===== src/sv/tppd_pkg.sv =====
// Shared types and constants for the timing pulse peak detector.
// No dependencies; imported by tppd_tracker and the top level.
package tppd_pkg;

  localparam int unsigned PosW  = 32;
  localparam int unsigned SampW = 16;
  localparam int unsigned RunW  = 8;
  localparam int unsigned IntW  = 16;
  localparam int unsigned RegIdxW = 2;

  // Register indexes on the configuration port
  localparam logic [RegIdxW-1:0] REG_MIN_RISING_RUN     = 2'd0;
  localparam logic [RegIdxW-1:0] REG_NOMINAL_INTERVAL   = 2'd1;
  localparam logic [RegIdxW-1:0] REG_INTERVAL_TOLERANCE = 2'd2;

  // Register values after reset
  localparam logic [RunW-1:0] RST_MIN_RISING_RUN     = 8'd10;
  localparam logic [IntW-1:0] RST_NOMINAL_INTERVAL   = 16'd4800;
  localparam logic [IntW-1:0] RST_INTERVAL_TOLERANCE = 16'd10;

  localparam logic [RunW-1:0] RUN_MAX = {RunW{1'b1}};
  localparam logic [IntW-1:0] INT_MAX = {IntW{1'b1}};

  typedef struct packed {
    logic [RunW-1:0] min_rising_run;
    logic [IntW-1:0] nominal_interval;
    logic [IntW-1:0] interval_tolerance;
  } cfg_t;

  typedef struct packed {
    logic [PosW-1:0] peak_index;
    logic [IntW-1:0] interval_length;
    logic            first_peak;
    logic            too_far;
  } peak_result_t;

endpackage


===== src/sv/timing_pulse_peak_detector_core.sv =====
// Top level of the timing pulse peak detector: input register, tracker, result register.
// Depends on tppd_pkg and tppd_tracker.
//
// Usage:
//   Samples of the sync channel enter on sample_valid/sample_stall with sync_sample;
//   a request is taken at an edge with sample_valid high and sample_stall low.
//   Each sample advances a 32-bit position counter. When a qualified pulse peak
//   is found, one result leaves on peak_valid/peak_stall carrying peak_index,
//   interval_length, first_peak and too_far; most samples give no result.
//   The sample that ends the peak search passes the input register and the tracker
//   update; its result is then held in the result register until it is taken.
//   Throughput: one sample per cycle while sample_stall is low; the result
//   register lets the next sample in while a result waits.
//   If peak_stall holds a waiting result and a further sample in the input
//   register would produce another one, that sample holds and sample_stall rises.
//   Configuration: cfg_valid/cfg_ready with cfg_index and cfg_data; cfg_ready is
//   always high. Write only while the block is idle.
//   Reset (rst, synchronous): position, candidate and peak history clear, the
//   registers return to 10 / 4800 / 10, and both channels go empty.
module timing_pulse_peak_detector_core import tppd_pkg::*; (
  input  logic                    clk,
  input  logic                    rst,
  input  logic                    sample_valid,
  output logic                    sample_stall,
  input  logic signed [SampW-1:0] sync_sample,
  output logic                    peak_valid,
  input  logic                    peak_stall,
  output logic [PosW-1:0]         peak_index,
  output logic [IntW-1:0]         interval_length,
  output logic                    first_peak,
  output logic                    too_far,
  input  logic                    cfg_valid,
  output logic                    cfg_ready,
  input  logic [RegIdxW-1:0]      cfg_index,
  input  logic [31:0]             cfg_data
);

  cfg_t                    cfg;
  logic                    in_full;
  logic signed [SampW-1:0] in_sample;
  logic                    emit;
  peak_result_t            result;
  peak_result_t            held;
  logic                    out_free;
  logic                    advance;
  logic                    take;

  assign cfg_ready = 1'b1;

  always_ff @(posedge clk) begin
    if (rst) begin
      cfg.min_rising_run     <= RST_MIN_RISING_RUN;
      cfg.nominal_interval   <= RST_NOMINAL_INTERVAL;
      cfg.interval_tolerance <= RST_INTERVAL_TOLERANCE;
    end else if (cfg_valid && cfg_ready) begin
      case (cfg_index)
        REG_MIN_RISING_RUN:     cfg.min_rising_run     <= cfg_data[RunW-1:0];
        REG_NOMINAL_INTERVAL:   cfg.nominal_interval   <= cfg_data[IntW-1:0];
        REG_INTERVAL_TOLERANCE: cfg.interval_tolerance <= cfg_data[IntW-1:0];
        default: ;
      endcase
    end
  end

  assign out_free     = !peak_valid || !peak_stall;
  assign advance      = in_full && (!emit || out_free);
  assign sample_stall = in_full && !advance;
  assign take         = sample_valid && !sample_stall;

  always_ff @(posedge clk) begin
    if (rst) begin
      in_full <= 1'b0;
    end else if (take) begin
      in_full <= 1'b1;
    end else if (advance) begin
      in_full <= 1'b0;
    end
  end

  always_ff @(posedge clk) begin
    if (take) begin
      in_sample <= sync_sample;
    end
  end

  tppd_tracker u_tracker (
    .clk     (clk),
    .rst     (rst),
    .advance (advance),
    .sample  (in_sample),
    .cfg     (cfg),
    .emit    (emit),
    .result  (result)
  );

  always_ff @(posedge clk) begin
    if (rst) begin
      peak_valid <= 1'b0;
    end else if (advance && emit) begin
      peak_valid <= 1'b1;
    end else if (!peak_stall) begin
      peak_valid <= 1'b0;
    end
  end

  always_ff @(posedge clk) begin
    if (advance && emit) begin
      held <= result;
    end
  end

  assign peak_index      = held.peak_index;
  assign interval_length = held.interval_length;
  assign first_peak      = held.first_peak;
  assign too_far         = held.too_far;

endmodule


===== src/sv/tppd_tracker.sv =====
// Pulse qualification state and its single-cycle update for one sample.
// Depends on tppd_pkg for the configuration and result structs.
module tppd_tracker import tppd_pkg::*; (
  input  logic                    clk,
  input  logic                    rst,
  input  logic                    advance,
  input  logic signed [SampW-1:0] sample,
  input  cfg_t                    cfg,
  output logic                    emit,
  output peak_result_t            result
);

  logic [PosW-1:0]         sample_position;
  logic                    candidate_valid;
  logic [PosW-1:0]         candidate_position;
  logic signed [SampW-1:0] running_max;
  logic [RunW-1:0]         rise_run;
  logic                    peak_search;
  logic [PosW-1:0]         last_peak_position;
  logic                    have_last_peak;

  logic                    candidate_valid_next;
  logic [PosW-1:0]         candidate_position_next;
  logic signed [SampW-1:0] running_max_next;
  logic [RunW-1:0]         rise_run_next;
  logic                    peak_search_next;
  logic [RunW-1:0]         run_inc;
  logic                    above;
  logic                    below;
  logic                    positive;
  logic [PosW-1:0]         diff;
  logic [IntW:0]           limit;

  assign above    = sample > running_max;
  assign below    = sample < running_max;
  assign positive = sample > $signed({SampW{1'b0}});
  assign run_inc  = (rise_run == RUN_MAX) ? rise_run : rise_run + 1'b1;

  assign diff  = candidate_position - last_peak_position;
  assign limit = {1'b0, cfg.nominal_interval} + {1'b0, cfg.interval_tolerance};

  assign emit = peak_search && below;

  always_comb begin
    result.peak_index = candidate_position;
    if (have_last_peak) begin
      result.interval_length = (diff[PosW-1:IntW] != '0) ? INT_MAX : diff[IntW-1:0];
      result.first_peak      = 1'b0;
      result.too_far         = diff > {{(PosW-IntW-1){1'b0}}, limit};
    end else begin
      result.interval_length = '0;
      result.first_peak      = 1'b1;
      result.too_far         = 1'b0;
    end
  end

  always_comb begin
    candidate_valid_next    = candidate_valid;
    candidate_position_next = candidate_position;
    running_max_next        = running_max;
    rise_run_next           = rise_run;
    peak_search_next        = peak_search;
    if (peak_search) begin
      if (above) begin
        running_max_next        = sample;
        candidate_position_next = sample_position;
      end else if (below) begin
        // End of search: restart from the sample that ended it
        peak_search_next = 1'b0;
        rise_run_next    = '0;
        if (positive) begin
          candidate_valid_next    = 1'b1;
          candidate_position_next = sample_position;
          running_max_next        = sample;
        end else begin
          candidate_valid_next = 1'b0;
          running_max_next     = '0;
        end
      end
    end else if (!positive) begin
      candidate_valid_next = 1'b0;
      rise_run_next        = '0;
    end else if (!candidate_valid) begin
      candidate_valid_next    = 1'b1;
      candidate_position_next = sample_position;
      rise_run_next           = '0;
      running_max_next        = sample;
    end else if (above) begin
      running_max_next = sample;
      rise_run_next    = run_inc;
      if (run_inc >= cfg.min_rising_run) begin
        peak_search_next = 1'b1;
      end
    end else if (below) begin
      // Falling sample: move the candidate start here
      running_max_next        = sample;
      candidate_position_next = sample_position;
      rise_run_next           = '0;
    end
  end

  always_ff @(posedge clk) begin
    if (rst) begin
      sample_position    <= '0;
      candidate_valid    <= 1'b0;
      candidate_position <= '0;
      running_max        <= '0;
      rise_run           <= '0;
      peak_search        <= 1'b0;
      last_peak_position <= '0;
      have_last_peak     <= 1'b0;
    end else if (advance) begin
      sample_position    <= sample_position + 1'b1;
      candidate_valid    <= candidate_valid_next;
      candidate_position <= candidate_position_next;
      running_max        <= running_max_next;
      rise_run           <= rise_run_next;
      peak_search        <= peak_search_next;
      if (emit) begin
        last_peak_position <= candidate_position;
        have_last_peak     <= 1'b1;
      end
    end
  end

endmodule


===== config.mk =====
export PLATFORM = sky130hd
export DESIGN_NAME = timing_pulse_peak_detector_core
export DESIGN_NICKNAME = d
export VERILOG_FILES = /design/src/sv/tppd_pkg.sv /design/src/sv/timing_pulse_peak_detector_core.sv /design/src/sv/tppd_tracker.sv
export SDC_FILE = /design/constraint.sdc
export NUM_CORES = 1
export LEC_CHECK = 0
export ABC_AREA = 1
export ABC_CLOCK_PERIOD_IN_PS = 6000
export BUFFER_PORTS_ARGS = -buffer_cell sky130_fd_sc_hd__clkbuf_2
export CAP_MARGIN = 20
export CORE_MARGIN = 10
export CORE_UTILIZATION = 68
export CTS_BUF_LIST = sky130_fd_sc_hd__clkbuf_4 sky130_fd_sc_hd__clkbuf_8
export CTS_CLUSTER_DIAMETER = 100
export DETAILED_ROUTE_END_ITERATION = 16
export PLACE_DENSITY_LB_ADDON = 0.15
export SYNTH_ARGS = -nofsm -noshare
export SYNTH_HDL_FRONTEND = slang
export SYNTH_SLANG_ARGS = --single-unit

===== constraint.sdc =====
create_clock -name clk -period 6 [get_ports clk]
set_input_delay 0.3 -clock clk [delete_from_list [all_inputs] [get_ports clk]]
set_output_delay 0.3 -clock clk [all_outputs]
set_load 0.02 [all_outputs]

After elaboration in Yosys (flattened, before gate mapping)
Cells that the tools add are included.

Register bits: 231. Input port bits: 55. Output and inout port bits: 53. Word-level logic and storage cells: 101.

Add/subtract/negate cells: 4. Magnitude comparators: 5. Equality and inequality tests: 10. Muxes and demuxes: 40. Reduce and logical (&&, ||, !) cells: 24.

Operators by type and width (count): 32-bit 2-to-1 mux (8); 16-bit 2-to-1 mux (9); 8-bit 2-to-1 mux (7); 32-bit by 1-bit adder with 32-bit output (second input constant) (1); 32-bit by 17-bit > comparator with 1-bit output (1); 32-bit subtractor (1); 16-bit by 16-bit adder with 17-bit output (1); 16-bit by 1-bit > comparator with 1-bit output (second input constant) (1); 16-bit > comparator (1); 16-bit < comparator (1); 16-bit nonzero test (1); 1-bit 2-to-1 mux (15); 2-bit AND reduction (5); 3-bit != test (second input constant) (3); 8-bit by 1-bit adder with 8-bit output (second input constant) (1); 8-bit == test (second input constant) (1); 8-bit >= comparator (1); 6-bit AND reduction (1); 1-bit logical AND (5); 1-bit zero test (5); 2-bit != test (second input constant) (2); 4-bit AND reduction (1); 2-bit nonzero test (2); 3-bit by 2-bit != test with 1-bit output (second input constant) (1); other kinds (7) (8).

Longest topological paths before layout
Depth after elaboration: 10. Gate-level depth with buffers: 25. Gate-level depth less buffers: 25.

Cells and area by module
Synthesis repeated with hierarchy kept, for this count alone.

Cells, all modules: 1970. Area total of the unflattened synthesis: 13735.7 um^2.

By module, submodules not included: tppd_tracker (times used 1, cells each 1637, area each 9998.3 um^2, sequential area each 2462.4 um^2); timing_pulse_peak_detector_core (times used 1, cells each 333, area each 3737.3 um^2, sequential area each 2822.7 um^2).

Worst setup path before layout
OpenSTA, ideal clock, no wires.

Kind: register to register. Start point: reg cfg[0] (netlist name). End point: reg held, in the netlist too_far (data pin). Setup time: 253 ps. Arrival time: 3183 ps. Required time: 5747 ps. Slack: 2565 ps. Stages on the path, launching flop included: 25. Path buffers: 0. Clock period less this slack: 3435 ps. Cells stage by stage: dfxtp_1 > ha_1 > inv_1 > fa_1 > nor4_1 > nor2_1 > o21ai_0 > a21boi_0 > o21ai_0 > nand2_1 > nand3_1 > nand2_1 > ha_1 > nand2_1 > inv_1 > nand3_1 > a21oi_1 > nor2_1 > nand2_1 > a21oi_1 > nor2_1 > nor2_1 > nand2_1 > nor2_1 > nor2_1.

Cells in the longest elaborated chain, start to end: 2.

RTL lines: 16-bit by 16-bit adder with 17-bit output (line tppd_tracker.sv:40) `assign limit = {1'b0, cfg.nominal_interval} + {1'b0, cfg.interval_tolerance};`; 32-bit by 17-bit > comparator with 1-bit output (line tppd_tracker.sv:49) `result.too_far = diff > {{(PosW-IntW-1){1'b0}}, limit};`; to (signal assigned) (line timing_pulse_peak_detector_core.sv:108) `held <= result;`; to (decl) (line timing_pulse_peak_detector_core.sv:43) `peak_result_t held;`.

No other way between the ends. A chain may end at the register's enable or synchronous reset.

Final worst setup path
Start point: reg cfg[0] (netlist name). End point: reg held, in the netlist too_far (data pin).

Cells in the longest elaborated chain, start to end: 2.

RTL lines (line): 16-bit by 16-bit adder with 17-bit output (tppd_tracker.sv:40); 32-bit by 17-bit > comparator with 1-bit output (tppd_tracker.sv:49).

No other way between the ends.

==> flow_summary.ini <==
[outcome]
status = complete, no violations

[global_route]
first_global_vias = 12000
antenna_found_initial = 1
grt-ovfl-total = 0
grt_max_degree = 73
grt.total_usage = 0.258
grt_pass1_wl_um = 57100

[clock_tree]
ctsHtreeMaxLevel = 2
cts_buffers = 39
cts-root-buf = clkbuf_8
cts_tree = yes
clkTransAtPathRegs_ns = 0.06
cts-resized-gates = 0
clk_path_buf_depth = 3
clock_latency_ns = 0.55
cts_sinks = 231

[synthesis]
yosysWarnings = 0
synth_nets = 2130
synth_top_area_cell = dfxtp_1
synth_top_area_share = 0.239
ys_seq_area_frac = 0.383
syn_inst = 1983
yosysUniqueCellTypes = 46
syn-mean-instance-area_um2 = 6.96
ys_seq_elements = 231
synth-main-ff-cell = dfxtp_1
ys_top_cells_by_area = dfxtp_1 (24%), nand2_1 (15%), edfxtp_1 (14%)
async_flop_share = 0
syn-cell-area_um2 = 13800
synth_edf_count = 66

[sta]
min_period_ns = 4.00
maxSlewViolCount = 0
fin_crit_sh = 0.667
worst_pin_slew_ns = 0.950
fin_hold_ws_ns = 0.0296
setup_viol = 0
finalSetupTns_ns = 0
rsz0062_at_grt = no
hold_violations = 0
relSlewSlack = 0.367
skew_ns = 0.0177
max_clock_freq_mhz = 250

[worst_setup_path]
startpoint_type = flip-flop
endpoint_kind = flip-flop
cp_num_buf_inv = 2
crit_path_max_incr_delay_ns = 0.41
cp_num_cells = 24
arrival_ns = 4.30
rr_worst_depth = 24
crit_family = simple AND/OR/NAND/NOR gates
path_max_fanout = 3
worstPathRequired_ns = 6.29
critical_path_class = reg2reg
crit_chain = ha_1 -> inv_1 -> fa_1 -> nor4_1 -> nor2_1 -> o21ai_0 -> a21boi_0 -> o21ai_0 -> nand2_1 -> nand3_1 -> nand2_1 -> ha_1 -> nand2_1 -> inv_1 -> nand3_1 -> a21oi_1 -> nor2_1 -> nand2_1 -> a21oi_1 -> nor2_1 -> nor2_1 -> nand2_1 -> nor2_1 -> nor2_1
crit_top_cell = nor2_1
cp_slowest_cell = fa_1

[route]
drt-vias-per-instance = 5.29
detail_route.wl_per_cell_um = 14.5
route.antenna.remaining_nets = 0
dr.pass1.iters = 5
drc = 0
wirelength_um = 34800
dr_total_vias = 12700
drtIter0Drc = 1020

[finish]
layout_commonest_cell = nand2_1
nets = 2241
final_cell_mix = nand2_1 (551), inv_1 (292), nor2_1 (283), dfxtp_1 (165), a21oi_1 (114)
n_antenna_cell = 0
area_delta_synth_final_pct = 12.2
nFillCells = 1553
final_layout_size_suffix_gt1_frac = 0.0993

[min_path]
hold_depth = 3
hold_class = in2reg

[placement]
hpwlAfterDp_um = 25000
port_buffers = 90
gp_congestion = 0.933

[run]
drv_cap = 0

[power_and_ir_drop]
power_density_nw_per_um2 = 284
peakVddDrop_mv = 0.271
leakagePower_nw = 7.66

[floorplan]
fp.dieH_um = 163
die_x_um = 163
io_pins = 108
core_area_um2 = 20100
die_area_um2 = 26400
initial_core_util = 0.687
rows = 52
[logic make-up (layout without fill, tap and decap cells)]
logic type,Yosys count,count (layout),synth area share
compound gates,198,198,0.0751
xor+xnor,46,46,0.0292
flops,231,231,0.383
simple gates,1057,1057,0.325
buf+inv,358,500,0.104
fa+ha+maj,92,92,0.0844
other cells,1,1,0.000272
[Yosys cell counts, types with 3 or more instances]
| master | count |
|---|---|
| nand2_1 | 551 |
| inv_1 | 293 |
| nor2_1 | 284 |
| dfxtp_1 | 165 |
| a21oi_1 | 114 |
| nand3_1 | 101 |
| ha_1 | 90 |
| edfxtp_1 | 66 |
| o21ai_0 | 66 |
| xor2_1 | 31 |
| nand4_1 | 27 |
| nor3_1 | 27 |
| clkbuf_1 | 20 |
| xnor2_1 | 15 |
| buf_2 | 14 |
| nand3_2 | 13 |
| inv_2 | 11 |
| nor4_1 | 11 |
| buf_4 | 10 |
| nand2_2 | 10 |
| nand3b_1 | 9 |
| buf_1 | 6 |
| nor2_2 | 5 |
| nor3_2 | 4 |
| nor3b_1 | 4 |
| a21o_1 | 3 |
| and2_1 | 3 |
| nor2_4 | 3 |
| o211ai_1 | 3 |
| o21bai_1 | 3 |
[final timing paths]
| path | startpoint | slack [ns] | to |
|---|---|---|---|
| worst max-delay path | cfg[0]$_SDFFE_PP0P_ | 2.00 | too_far$_SDFFCE_PN0P_ |
| worst min-delay path | cfg_data[2] | 0.03 | cfg[2]$_SDFFE_PP0P_ |
| worst max register to register | cfg[0]$_SDFFE_PP0P_ | 2.00 | too_far$_SDFFCE_PN0P_ |
| worst min register to register | cfg[37]$_SDFFE_PP0P_ | 0.46 | cfg[37]$_SDFFE_PP0P_ |
[area by class of cell]
class | count | area [um2] | share of cell area
clock inverter | 19 | 191 | 0.0124
inverter | 305 | 1150 | 0.0740
clock buffer | 53 | 667 | 0.0430
timing repair buffer | 123 | 773 | 0.0499
tap | 270 | 338 | 0.0218
multi-input combinational | 1394 | 7100 | 0.458
sequential | 231 | 5290 | 0.341
[tightest hold or removal path: cells and delay by family]
family,cells,cell delay (ns)
simple gates,2,0.13
buf+inv,1,0.10
[sequential cells by signal (all words and copies together), names as in the netlist, 8 cells and up]
register,cells
u_tracker.sample_position,32
u_tracker.last_peak_position,32
u_tracker.running_max,16
u_tracker.candidate_position,32
u_tracker.rise_run,8
interval_length,16
peak_index,32
in_sample,16
cfg,40
[metal layers]
| metal | part of all wire | up-vias | wire, um | global-route usage |
|---|---|---|---|---|
| met5 | 0 | - | 0 | 0 |
| met4 | 0.034 | 0 | 1180 | 0.100 |
| met3 | 0.071 | 87 | 2450 | 0.0574 |
| met2 | 0.47 | 396 | 16300 | 0.433 |
| met1 | 0.43 | 5682 | 14800 | 0.316 |
| li1 | - | 6497 | - | - |
[what timing repair did]
action | CTS | global route
endpoints found under the hold margin | 28 | 0
hold buffers | 25 | 0
endpoints found under the setup margin | 0 | 0
setup buffers | 0 | 0
[per-stage QoR]
stage	area, um2	utilization	std cells	setup WS (ns)	power (mW)
2_1_floorplan	13800	-	1983	2.56	2.60
3_3_place_gp	14400	0.715	2297	2.19	2.81
3_5_place_dp	14400	0.715	2297	2.08	2.85
4_1_cts	15500	0.770	2394	2.04	4.40
5_1_grt	15500	0.771	2395	1.61	4.66
6_report	15500	0.771	2395	2.00	4.40
[power by group]
| part | leakage [nW] | internal [mW] | switching [mW] | total (mW) |
|---|---|---|---|---|
| Combinational | 5.23 | 0.396 | 0.756 | 1.15 |
| Clock | 0.445 | 0.898 | 0.644 | 1.54 |
| Sequential | 1.99 | 1.66 | 0.0483 | 1.71 |
No activity file was read; power rests on OpenSTA's default activity.
